==> config.mk <==
export PLATFORM = sky130hd
export DESIGN_NAME = battery_monitor_soc_estimator_top_flat
export DESIGN_NICKNAME = d
export VERILOG_FILES = /design/src/bmse_pkg.sv /design/src/bmse_req_if.sv /design/src/battery_monitor_soc_estimator_top.sv /design/src/flat_wrapper.sv
export SDC_FILE = /design/constraint.sdc
export NUM_CORES = 1
export LEC_CHECK = 0
export BUFFER_PORTS_ARGS = -buffer_cell sky130_fd_sc_hd__buf_4
export CAP_MARGIN = 30
export CORE_MARGIN = 3
export CORE_UTILIZATION = 30
export CTS_BUF_LIST = sky130_fd_sc_hd__clkbuf_8
export DETAILED_ROUTE_END_ITERATION = 7
export GPL_ROUTABILITY_DRIVEN = 0
export GPL_TIMING_DRIVEN = 0
export MAX_ROUTING_LAYER = met4
export PLACE_DENSITY = 0.55
export SKIP_CTS_REPAIR_TIMING = 1
export SLEW_MARGIN = 20
export SYNTH_ARGS = -nofsm -noshare
export SYNTH_HDL_FRONTEND = slang
export SYNTH_SLANG_ARGS = --single-unit
==> constraint.sdc <==
create_clock -name clock -period 14.5 [get_ports clock]
set_input_delay 2.175 -clock clock [delete_from_list [all_inputs] [get_ports clock]]
set_output_delay 2.175 -clock clock [all_outputs]
set_load 0.05 [all_outputs]
==> src/bmse_pkg.sv <==
// Package: shared types, constants and the per-cell charge table of the SoC estimator.
package bmse_pkg;

   localparam int TABLE_POINTS = 17;
   localparam int IDX_W        = 5;
   localparam int GAIN_RESET   = 13204;
   localparam int ALPHA_RESET  = 6554;

   // Register indexes of the configuration channel.
   localparam logic REG_ADC_GAIN     = 1'b0;
   localparam logic REG_FILTER_ALPHA = 1'b1;

   typedef enum logic [2:0] {
      ST_IDLE,
      ST_SCALE,
      ST_FILTER,
      ST_CLASSIFY,
      ST_RANGE,
      ST_SEARCH,
      ST_MULT,
      ST_DIVIDE
   } st_type;

   // Per-cell voltage in mV, falling.
   function automatic logic [12:0] cell_mv(input logic [IDX_W-1:0] idx);
      logic [12:0] v;
      unique case (idx)
         5'd0:  v = 13'd4200;
         5'd1:  v = 13'd4150;
         5'd2:  v = 13'd4110;
         5'd3:  v = 13'd4080;
         5'd4:  v = 13'd4020;
         5'd5:  v = 13'd3980;
         5'd6:  v = 13'd3950;
         5'd7:  v = 13'd3910;
         5'd8:  v = 13'd3870;
         5'd9:  v = 13'd3850;
         5'd10: v = 13'd3840;
         5'd11: v = 13'd3820;
         5'd12: v = 13'd3800;
         5'd13: v = 13'd3780;
         5'd14: v = 13'd3750;
         5'd15: v = 13'd3730;
         default: v = 13'd3700;
      endcase
      return v;
   endfunction

   // Charge percentage at each table point.
   function automatic logic [6:0] cell_pct(input logic [IDX_W-1:0] idx);
      logic [6:0] p;
      unique case (idx)
         5'd0:  p = 7'd100;
         5'd1:  p = 7'd95;
         5'd2:  p = 7'd90;
         5'd3:  p = 7'd85;
         5'd4:  p = 7'd80;
         5'd5:  p = 7'd75;
         5'd6:  p = 7'd70;
         5'd7:  p = 7'd60;
         5'd8:  p = 7'd50;
         5'd9:  p = 7'd45;
         5'd10: p = 7'd40;
         5'd11: p = 7'd30;
         5'd12: p = 7'd20;
         5'd13: p = 7'd15;
         5'd14: p = 7'd10;
         5'd15: p = 7'd5;
         default: p = 7'd0;
      endcase
      return p;
   endfunction

   // Pack-level threshold: cells times a per-cell mV value (cells is 1 to 3).
   function automatic logic [14:0] cell_scale(input logic [1:0] cells, input logic [12:0] v);
      logic [14:0] r;
      unique case (cells)
         2'd3:    r = {2'b00, v} + {1'b0, v, 1'b0};
         2'd2:    r = {1'b0, v, 1'b0};
         default: r = {2'b00, v};
      endcase
      return r;
   endfunction

endpackage

==> src/bmse_req_if.sv <==
// Interfaces: request, response and configuration channels of the SoC estimator.
interface bmse_req_if;
   logic        valid;
   logic        ready;
   logic [11:0] adc_sample;
   modport source (output valid, output adc_sample, input ready);
   modport sink (input valid, input adc_sample, output ready);
endinterface

interface bmse_rsp_if;
   logic        valid;
   logic        ready;
   logic [15:0] battery_mv;
   logic [1:0]  cells_found;
   logic [6:0]  charge_percent;
   modport source (output valid, output battery_mv, output cells_found,
                   output charge_percent, input ready);
   modport sink (input valid, input battery_mv, input cells_found,
                 input charge_percent, output ready);
endinterface

interface bmse_csr_if;
   logic        valid;
   logic        ready;
   logic        index;
   logic [16:0] data;
   modport source (output valid, output index, output data, input ready);
   modport sink (input valid, input index, input data, output ready);
endinterface

==> src/battery_monitor_soc_estimator_top.sv <==
// Top level: battery pack voltage filter, cell count detection and charge estimate.
// Steps from acceptance to response valid: scaling, filter (skipped for the first sample),
// classification, range check, table search and interpolation (multiply, then divide);
// a clamped or undetected result skips search and interpolation and goes to the hand-off.
// The next request waits until the last result can enter the response register.
// Reset (synchronous, active high) restores the register defaults and clears the filter.
module battery_monitor_soc_estimator_top (
   input  logic              clock,
   input  logic              reset,
   bmse_req_if.sink          req_bus,
   bmse_rsp_if.source        rsp_bus,
   bmse_csr_if.sink          csr_bus
);

   bmse_pkg::st_type state_ff, state_in;

   logic [15:0] gain_ff;
   logic [16:0] alpha_ff;

   logic [4:0]  cnt_ff;
   logic [11:0] samp_sh_ff;
   logic [27:0] gain_sh_ff;
   logic [16:0] a_sh_ff;
   logic signed [49:0] acc_ff;
   logic signed [49:0] diff_sh_ff;
   logic [31:0] f_ff;
   logic        started_ff;
   logic [1:0]  cells_ff;
   logic [15:0] bmv_ff;
   logic [6:0]  pct_ff;
   logic [3:0]  idx_ff;
   logic [3:0]  dp_ff;
   logic [6:0]  plo_ff;
   logic [29:0] rem_sh_ff;
   logic [29:0] num_ff;
   logic [25:0] den_ff;
   logic [30:0] nrem_ff;
   logic [29:0] dsh_ff;
   logic [3:0]  q_ff;
   logic        rsp_valid_ff;
   logic [15:0] rsp_mv_ff;
   logic [1:0]  rsp_cells_ff;
   logic [6:0]  rsp_pct_ff;
   logic        finish;

   // Configuration is always taken; writes to an unknown index cannot occur with a
   // one-bit index, both codes are real registers.
   assign csr_bus.ready = 1'b1;

   always_ff @(posedge clock) begin
      if (reset) begin
         gain_ff  <= 16'(bmse_pkg::GAIN_RESET);
         alpha_ff <= 17'(bmse_pkg::ALPHA_RESET);
      end else if (csr_bus.valid) begin
         unique case (csr_bus.index)
            bmse_pkg::REG_ADC_GAIN:     gain_ff  <= csr_bus.data[15:0];
            bmse_pkg::REG_FILTER_ALPHA: alpha_ff <= csr_bus.data;
            default: ;
         endcase
      end
   end

   // Combinational views of the current search segment.
   logic [14:0] hi_pack, lo_pack, top_pack, bot_pack;
   logic [31:0] hi_q, lo_q, top_q, bot_q;
   logic [4:0]  idx_next;
   logic        seg_hit;
   logic [28:0] scale_rnd;
   logic signed [49:0] filt_rnd;
   logic [16:0] bmv_rnd;

   assign idx_next = {1'b0, idx_ff} + 5'd1;
   assign hi_pack  = bmse_pkg::cell_scale(cells_ff, bmse_pkg::cell_mv({1'b0, idx_ff}));
   assign lo_pack  = bmse_pkg::cell_scale(cells_ff, bmse_pkg::cell_mv(idx_next));
   assign top_pack = bmse_pkg::cell_scale(cells_ff, bmse_pkg::cell_mv(5'd0));
   assign bot_pack = bmse_pkg::cell_scale(cells_ff,
                        bmse_pkg::cell_mv(5'(bmse_pkg::TABLE_POINTS - 1)));
   assign hi_q     = {1'b0, hi_pack, 16'h0000};
   assign lo_q     = {1'b0, lo_pack, 16'h0000};
   assign top_q    = {1'b0, top_pack, 16'h0000};
   assign bot_q    = {1'b0, bot_pack, 16'h0000};
   assign seg_hit  = (f_ff <= hi_q) && (f_ff >= lo_q);
   assign scale_rnd = {1'b0, acc_ff[27:0]} + 29'd2048;
   assign filt_rnd  = acc_ff + 50'sd32768;
   assign bmv_rnd   = 17'({1'b0, f_ff} + 33'd32768 >> 16);

   // Next state and handshake outputs.
   always_comb begin
      state_in      = state_ff;
      req_bus.ready = 1'b0;
      finish        = 1'b0;
      unique case (state_ff)
         bmse_pkg::ST_IDLE: begin
            req_bus.ready = 1'b1;
            if (req_bus.valid) state_in = bmse_pkg::ST_SCALE;
         end
         bmse_pkg::ST_SCALE: begin
            if (cnt_ff == 5'd12) state_in = started_ff ? bmse_pkg::ST_FILTER
                                                       : bmse_pkg::ST_CLASSIFY;
         end
         bmse_pkg::ST_FILTER: begin
            if (cnt_ff == 5'd17) state_in = bmse_pkg::ST_CLASSIFY;
         end
         bmse_pkg::ST_CLASSIFY: state_in = bmse_pkg::ST_RANGE;
         bmse_pkg::ST_RANGE: begin
            if (cells_ff == 2'd0 || f_ff >= top_q || f_ff <= bot_q) begin
               state_in = bmse_pkg::ST_DIVIDE;
               finish   = 1'b1;
            end else begin
               state_in = bmse_pkg::ST_SEARCH;
            end
         end
         bmse_pkg::ST_SEARCH: if (seg_hit) state_in = bmse_pkg::ST_MULT;
         bmse_pkg::ST_MULT:   if (cnt_ff == 5'd4) state_in = bmse_pkg::ST_DIVIDE;
         bmse_pkg::ST_DIVIDE: begin
            // The divide state doubles as the hand-off slot to the response register.
            if (cnt_ff >= 5'd4 && (!rsp_valid_ff || rsp_bus.ready)) begin
               state_in = bmse_pkg::ST_IDLE;
            end
         end
         default: state_in = bmse_pkg::ST_IDLE;
      endcase
   end

   always_ff @(posedge clock) begin
      if (reset) state_ff <= bmse_pkg::ST_IDLE;
      else       state_ff <= state_in;
   end

   // Datapath sequencing.
   always_ff @(posedge clock) begin
      if (reset) begin
         started_ff <= 1'b0;
         cells_ff   <= 2'd0;
         f_ff       <= 32'd0;
         cnt_ff     <= 5'd0;
      end else begin
         unique case (state_ff)
            bmse_pkg::ST_IDLE: begin
               samp_sh_ff <= req_bus.adc_sample;
               gain_sh_ff <= {12'd0, gain_ff};
               acc_ff     <= '0;
               cnt_ff     <= 5'd0;
            end
            bmse_pkg::ST_SCALE: begin
               if (cnt_ff == 5'd12) begin
                  // The scaled sample never exceeds 16 bits for a 12-bit sample and
                  // a 16-bit gain, so no saturation is needed here.
                  cnt_ff <= 5'd0;
                  if (!started_ff) begin
                     f_ff       <= {scale_rnd[27:12], 16'h0000};
                     started_ff <= 1'b1;
                  end else begin
                     acc_ff     <= signed'({2'b00, f_ff, 16'h0000});
                     diff_sh_ff <= 50'(signed'({1'b0, scale_rnd[27:12], 16'h0000})
                                     - signed'({1'b0, f_ff}));
                     a_sh_ff    <= alpha_ff[16] ? 17'h10000 : alpha_ff;
                  end
               end else begin
                  if (samp_sh_ff[0]) acc_ff <= acc_ff + signed'({22'd0, gain_sh_ff});
                  samp_sh_ff <= samp_sh_ff >> 1;
                  gain_sh_ff <= gain_sh_ff << 1;
                  cnt_ff     <= cnt_ff + 5'd1;
               end
            end
            bmse_pkg::ST_FILTER: begin
               // Blend: f*65536 + alpha*(sample - f), one alpha bit per cycle.
               if (cnt_ff == 5'd17) begin
                  f_ff   <= filt_rnd[47:16];
                  cnt_ff <= 5'd0;
               end else begin
                  if (a_sh_ff[0]) acc_ff <= acc_ff + diff_sh_ff;
                  a_sh_ff    <= a_sh_ff >> 1;
                  diff_sh_ff <= diff_sh_ff <<< 1;
                  cnt_ff     <= cnt_ff + 5'd1;
               end
            end
            bmse_pkg::ST_CLASSIFY: begin
               if (cells_ff == 2'd0 && f_ff >= 32'(4000 << 16)) begin
                  if (f_ff >= 32'(9000 << 16))      cells_ff <= 2'd3;
                  else if (f_ff >= 32'(6000 << 16)) cells_ff <= 2'd2;
                  else                              cells_ff <= 2'd1;
               end
               bmv_ff <= bmv_rnd[16] ? 16'hFFFF : bmv_rnd[15:0];
               idx_ff <= 4'd0;
            end
            bmse_pkg::ST_RANGE: begin
               cnt_ff <= finish ? 5'd4 : 5'd0;
               if (cells_ff != 2'd0 && f_ff >= top_q) pct_ff <= 7'd100;
               else                                   pct_ff <= 7'd0;
            end
            bmse_pkg::ST_SEARCH: begin
               if (seg_hit) begin
                  dp_ff     <= 4'(bmse_pkg::cell_pct({1'b0, idx_ff})
                                  - bmse_pkg::cell_pct(idx_next));
                  plo_ff    <= bmse_pkg::cell_pct(idx_next);
                  rem_sh_ff <= 30'(f_ff - lo_q);
                  den_ff    <= 26'(hi_q - lo_q);
                  num_ff    <= '0;
                  cnt_ff    <= 5'd0;
               end else begin
                  idx_ff <= idx_next[3:0];
               end
            end
            bmse_pkg::ST_MULT: begin
               if (cnt_ff == 5'd4) begin
                  nrem_ff <= {num_ff, 1'b0} + {5'd0, den_ff};
                  dsh_ff  <= {3'd0, den_ff, 1'b0} << 3;
                  q_ff    <= 4'd0;
                  cnt_ff  <= 5'd0;
               end else begin
                  if (dp_ff[0]) num_ff <= num_ff + rem_sh_ff;
                  dp_ff     <= dp_ff >> 1;
                  rem_sh_ff <= rem_sh_ff << 1;
                  cnt_ff    <= cnt_ff + 5'd1;
               end
            end
            bmse_pkg::ST_DIVIDE: begin
               if (cnt_ff < 5'd4) begin
                  // Restoring division, one quotient bit per cycle.
                  if (nrem_ff >= {1'b0, dsh_ff}) begin
                     nrem_ff <= nrem_ff - {1'b0, dsh_ff};
                     q_ff    <= {q_ff[2:0], 1'b1};
                  end else begin
                     q_ff    <= {q_ff[2:0], 1'b0};
                  end
                  dsh_ff <= dsh_ff >> 1;
                  cnt_ff <= cnt_ff + 5'd1;
               end else if (cnt_ff == 5'd4 && pct_ff == 7'd0 && plo_ff != 7'd127) begin
                  cnt_ff <= 5'd4;
               end
            end
            default: ;
         endcase
      end
   end

   // The interpolated percentage, known only on the path that went through the search.
   logic        interp_ff;
   logic [7:0]  pct_sum;
   assign pct_sum = {1'b0, plo_ff} + {4'd0, q_ff};

   always_ff @(posedge clock) begin
      if (reset)                               interp_ff <= 1'b0;
      else if (state_ff == bmse_pkg::ST_RANGE) interp_ff <= !finish;
   end

   // Response register: holds a finished result while the next request is taken.
   always_ff @(posedge clock) begin
      if (reset) begin
         rsp_valid_ff <= 1'b0;
      end else begin
         if (state_ff == bmse_pkg::ST_DIVIDE && state_in == bmse_pkg::ST_IDLE) begin
            rsp_valid_ff <= 1'b1;
            rsp_mv_ff    <= bmv_ff;
            rsp_cells_ff <= cells_ff;
            if (interp_ff) rsp_pct_ff <= pct_sum > 8'd100 ? 7'd100 : pct_sum[6:0];
            else           rsp_pct_ff <= pct_ff;
         end else if (rsp_bus.ready) begin
            rsp_valid_ff <= 1'b0;
         end
      end
   end

   assign rsp_bus.valid          = rsp_valid_ff;
   assign rsp_bus.battery_mv     = rsp_mv_ff;
   assign rsp_bus.cells_found    = rsp_cells_ff;
   assign rsp_bus.charge_percent = rsp_pct_ff;

   // A request is taken only from idle and always starts the scaling step.
   a_req_starts: assert property (@(posedge clock) disable iff (reset)
      (req_bus.valid && req_bus.ready) |=> state_ff == bmse_pkg::ST_SCALE)
      else $error("request accepted without starting the scale step");

   // Once detected, the cell count never changes.
   a_cells_latched: assert property (@(posedge clock) disable iff (reset)
      (cells_ff != 2'd0) |=> cells_ff == $past(cells_ff))
      else $error("latched cell count changed");

   // The reported charge stays within 0 to 100 percent.
   a_pct_range: assert property (@(posedge clock) disable iff (reset)
      rsp_valid_ff |-> rsp_pct_ff <= 7'd100)
      else $error("charge percent above 100");

   // Before detection the reported charge is zero.
   a_pct_undetected: assert property (@(posedge clock) disable iff (reset)
      (rsp_valid_ff && rsp_cells_ff == 2'd0) |-> rsp_pct_ff == 7'd0)
      else $error("nonzero charge without a cell count");

endmodule

==> src/flat_wrapper.sv <==
// flat-port wrapper written by rule: the top's interface ports become plain ports
module battery_monitor_soc_estimator_top_flat 
  (clock, reset, req_bus_valid, req_bus_adc_sample, req_bus_ready, rsp_bus_valid, rsp_bus_battery_mv, rsp_bus_cells_found, rsp_bus_charge_percent, rsp_bus_ready, csr_bus_valid, csr_bus_index, csr_bus_data, csr_bus_ready);
  bmse_req_if req_bus_i ();
  bmse_rsp_if rsp_bus_i ();
  bmse_csr_if csr_bus_i ();
  input  logic clock;
  input  logic reset;
  input wire logic [$bits(req_bus_i.valid)-1:0] req_bus_valid;
  input wire logic [$bits(req_bus_i.adc_sample)-1:0] req_bus_adc_sample;
  output wire logic [$bits(req_bus_i.ready)-1:0] req_bus_ready;
  output wire logic [$bits(rsp_bus_i.valid)-1:0] rsp_bus_valid;
  output wire logic [$bits(rsp_bus_i.battery_mv)-1:0] rsp_bus_battery_mv;
  output wire logic [$bits(rsp_bus_i.cells_found)-1:0] rsp_bus_cells_found;
  output wire logic [$bits(rsp_bus_i.charge_percent)-1:0] rsp_bus_charge_percent;
  input wire logic [$bits(rsp_bus_i.ready)-1:0] rsp_bus_ready;
  input wire logic [$bits(csr_bus_i.valid)-1:0] csr_bus_valid;
  input wire logic [$bits(csr_bus_i.index)-1:0] csr_bus_index;
  input wire logic [$bits(csr_bus_i.data)-1:0] csr_bus_data;
  output wire logic [$bits(csr_bus_i.ready)-1:0] csr_bus_ready;
  assign req_bus_i.valid = req_bus_valid;
  assign req_bus_i.adc_sample = req_bus_adc_sample;
  assign req_bus_ready = req_bus_i.ready;
  assign rsp_bus_valid = rsp_bus_i.valid;
  assign rsp_bus_battery_mv = rsp_bus_i.battery_mv;
  assign rsp_bus_cells_found = rsp_bus_i.cells_found;
  assign rsp_bus_charge_percent = rsp_bus_i.charge_percent;
  assign rsp_bus_i.ready = rsp_bus_ready;
  assign csr_bus_i.valid = csr_bus_valid;
  assign csr_bus_i.index = csr_bus_index;
  assign csr_bus_i.data = csr_bus_data;
  assign csr_bus_ready = csr_bus_i.ready;
  battery_monitor_soc_estimator_top u_core (.clock(clock), .reset(reset), .req_bus(req_bus_i), .rsp_bus(rsp_bus_i), .csr_bus(csr_bus_i));
endmodule
==> metrics.md <==
| Metric | Value |
|---|---|
| Sequential power share | 0.457 |
| Initial Utilization | 0.3052 |
| R2R depth | 32 |
| DR WL/cell | 19.37 um |
| Fin crit share | 0.5458 |
| Syn avg cell area | 8.951 sq um |
| Post-Syn Area | about 31000 sq um |
| CTS tree | done |
| Cell family with the largest share of critical-path delay | compound AO/OA/AOI/OAI gates |
| Setup-failing EPs final | 0 |
| Psw | between 0.8 and 0.9 mW |
| # rows | around 120 |
| CTS buffer count | 82 |
| Total power | 3.097 mW |
| Total GRT Usage | 0.1837 |
| I/O pin count | 63 |
| Gate Count Post-Synth | 3445 |
| CP max stage cell | xnor2_1 |
| Vias in the first global route | between 20000 and 30000 |
| Worst slew margin | 0.3349 |
| Worst min path class | flip-flop to flip-flop |
| Power density cells | 88.36 nW/um^2 |
| Main flop type after synthesis | edfxtp_1 |
| Post-synthesis sequential area ratio | 0.3947 |
| Layout Skew | 56.84 ps |
| Synth-to-layout area growth | 13.67% |
| Hold Vio Cnt, Final | 0 |
| Clock buffer depth | 3 |
| DRC | 0 |
| Share of layout cells above drive strength 1 | 0.07274 |
| HPWL Detailed | roughly 76000 um |
| Worst path bufs/invs | 4 |
| Core Box Area | approximately 100000 sq um |
| Outcome | finished, final reports clean |
| Clk_lat worst skew | ~720 ps |
| Non-Filler Instances | slightly above 5000 |
| Max-Cap Viols | 0 |
| Final instance area | approximately 35000 sq um |
| Tmin final | approximately 8000 ps |
| Area contributors post-synth | edfxtp_1 34%, ha_1 10%, dfxtp_1 6.0% |
| Die Ht | 326.6 um |
| Final ANT Viol Nets | 0 |
| Startpoint types | flip-flop |
| Synth Net Count | between 3000 and 4000 |
| Vias | roughly 26000 |
| DR iter-0 viols | around 2300 |
| Critical Path Fanout Max | 10 |
| Nets | roughly 3900 |
| Yosys top cell area share | 0.3350 |
| Largest net degree at the start of global routing | 21 |
| RSZ-0062 raised after global routing | false |
| Cell with the most instances after synthesis | nand2_1 |
| Drt first pass iters | 6 |
| #FFs+latches synth | approximately 440 |
| Slowest stage delay, CP | around 690 ps |
| LEAKAGE | about 14 nW |
| CTS H-tree depth | 3 |
| Hold path depth | 0 |
| Worst Path Required | approximately 15000 ps |
| Initial antenna violation count | 3 |
| Commonest cells post-synth | 457 x nand2_1, 346 x nor2_1, 344 x edfxtp_1 |
| Hold path endpoint | u_core.rsp_bus.battery_mv[10] |
| Max Clock Freq | approximately 130 MHz |
| Fillers | 10600 |
| Worst setup EP type | flip-flop |
| Placed instance count | just under 5000 |
| Unique masters post-synth | around 90 |
| Internal | roughly 2.2 mW |
| Final wirelength | 97990 um |
| Comb pwr share | 0.136 |
| Post-synth top area cell | edfxtp_1 |
| Fraction of registers with async set/reset | 0 |
| RR Startpoint | u_core.idx_ff[1] |
| Hold Startpoint | u_core.bmv_ff[10] |
| Port buffer count | 60 |
| Synth warn | 0 |
| Flop2flop setup slack | approximately 6600 ps |
| Max-slew violations | 0 |
| Post-synth EDFFs | 344 |
| Clock power frac | 0.407 |
| Worst setup path class | flip-flop to flip-flop |
| Die width | 326.6 um |
| Switching Share | 0.2791 |
| CTS root buf | clkbuf_8 |
| Clk pin slew, worst setup/hold paths | about 60 ps |
| Critical path arrival | between 8000 and 9000 ps |
| GR Overflow Total | 0 |
| Vias per cell | roughly 5.2 |
| Die ar. | 106700 sq um |
| First-pass GRT wire length | between 100000 and 150000 um |
| Clock Sinks | between 400 and 500 |
| Peak supply drop | just over 0.00006 V |
| Area post-placement | around 33000 sq um |
| Tightest Pin Transition | a little under 1000 ps |
[layer usage]
metal,up-vias,wire length [um],track usage
li1,12850,-,-
met1,12630,44770,0.2421
met4,0,3087,0.05660
met5,-,0,-
met3,166,5366,0.02500
met2,744,44760,0.2927
[worst register-to-register path: cells and delay by family, from the launching register on]
family,cells,cell delay [ps]
AO/OA/AOI/OAI,15,3460
multiplexers,2,650
XOR/XNOR,2,820
buffers and inverters,4,750
flip-flops,1,390
AND/OR/NAND/NOR,6,730
adder cells (fa/ha/maj),3,1010
[flip-flops by register name (all words and copies together), names as in the netlist, 5 cells and up, named ones only]
register,cells
u_core.acc_ff,48
u_core.diff_sh_ff,48
u_core.f_ff,32
u_core.nrem_ff,31
u_core.dsh_ff,30
u_core.num_ff,30
u_core.rem_sh_ff,30
u_core.gain_sh_ff,28
u_core.a_sh_ff,17
u_core.alpha_ff,17
u_core.bmv_ff,16
u_core.gain_ff,16
u_core.rsp_bus.battery_mv,16
u_core.samp_sh_ff,12
u_core.den_ff,9
u_core.plo_ff,7
u_core.rsp_bus.charge_percent,7
u_core.cnt_ff,5
[cells by family (layout without fill, tap and decap cells)]
kind of cell,after synthesis,after routing,share of synthesized area
simple gates,1245,1245,0.1860
compound gates,909,909,0.1871
flops,436,436,0.3947
buf+inv,295,548,0.03652
xor+xnor,270,270,0.07718
fa+ha+maj,268,268,0.1114
mux,21,21,0.006939
other cells,1,4,0.0001216
[cell type report]
class                           instances  area (sq um)  share of cell area
Inverter                              140         525.5             0.01499
Sequential cell                       436         12170              0.3473
Clock buffer                           90          1239             0.03534
Timing Repair Buffer                  102         775.7             0.02213
Tap cell                             1357          1698             0.04844
Multi-Input combinational cell       2714         17600              0.5021
Clock inverter                         61         432.9             0.01235
Antenna cell                            3         7.507           0.0002142
Buffer                                155         600.6             0.01714
[power groups by stage]
| stage | clock [mW] | sequential (mW) | combinational, mW |
|---|---|---|---|
| floorplan | 0 | 1.43 | 0.309 |
| global route | 1.34 | 1.42 | 0.467 |
| CTS | 1.29 | 1.41 | 0.418 |
| global placement | 0 | 1.44 | 0.408 |
| finish | 1.26 | 1.42 | 0.422 |
| detailed placement | 0 | 1.44 | 0.414 |
[placed cells by master (no fill, tap or decap), types with 25 or more instances in the layout]
cell type  count
nand2_1      457
clkbuf_1     137
o21a_1        25
and3_1        32
nand3_1       78
nor3_1        67
clkbuf_8      90
a21o_1       111
o21bai_1      25
inv_1        162
a211oi_1      32
ha_1         257
a31oi_1       32
edfxtp_1     344
nor2_1       345
nor2b_1       43
o21ai_0      176
dfxtp_1       92
nand2b_1      36
buf_4         76
nand3b_1      36
a22oi_1       32
nand4_1       34
xor2_1       110
a21oi_1      295
xnor2_1      159
and2_1        42
[metrics by stage]
step / setup TNS (ps) / hold slack, ps / utilization / setup WS [ps]
after floorplan: 0 / 400.3 / - / 3747
after global placement: -94270 / 405.5 / 0.3265 / -1972
after detailed placement: 0 / 404.5 / 0.3303 / 6611
after CTS: 0 / 416.1 / 0.3468 / 6526
after global routing: 0 / 423.3 / 0.3469 / 5811
final: 0 / 416.7 / 0.3470 / 6586
[how the worst max path moves through the flow]
stage,from,endpoint,cells past startpoint
finish,u_core.idx_ff[1],flip-flop,32
global route,u_core.idx_ff[1],flip-flop,32
CTS,u_core.idx_ff[1],u_core.num_ff[29],27
detailed placement,u_core.idx_ff[1],flip-flop,32
global placement,reset,u_core.acc_ff[45],3
floorplan,reset,u_core.acc_ff[0],3
No activity file was read; power rests on OpenSTA's default activity.
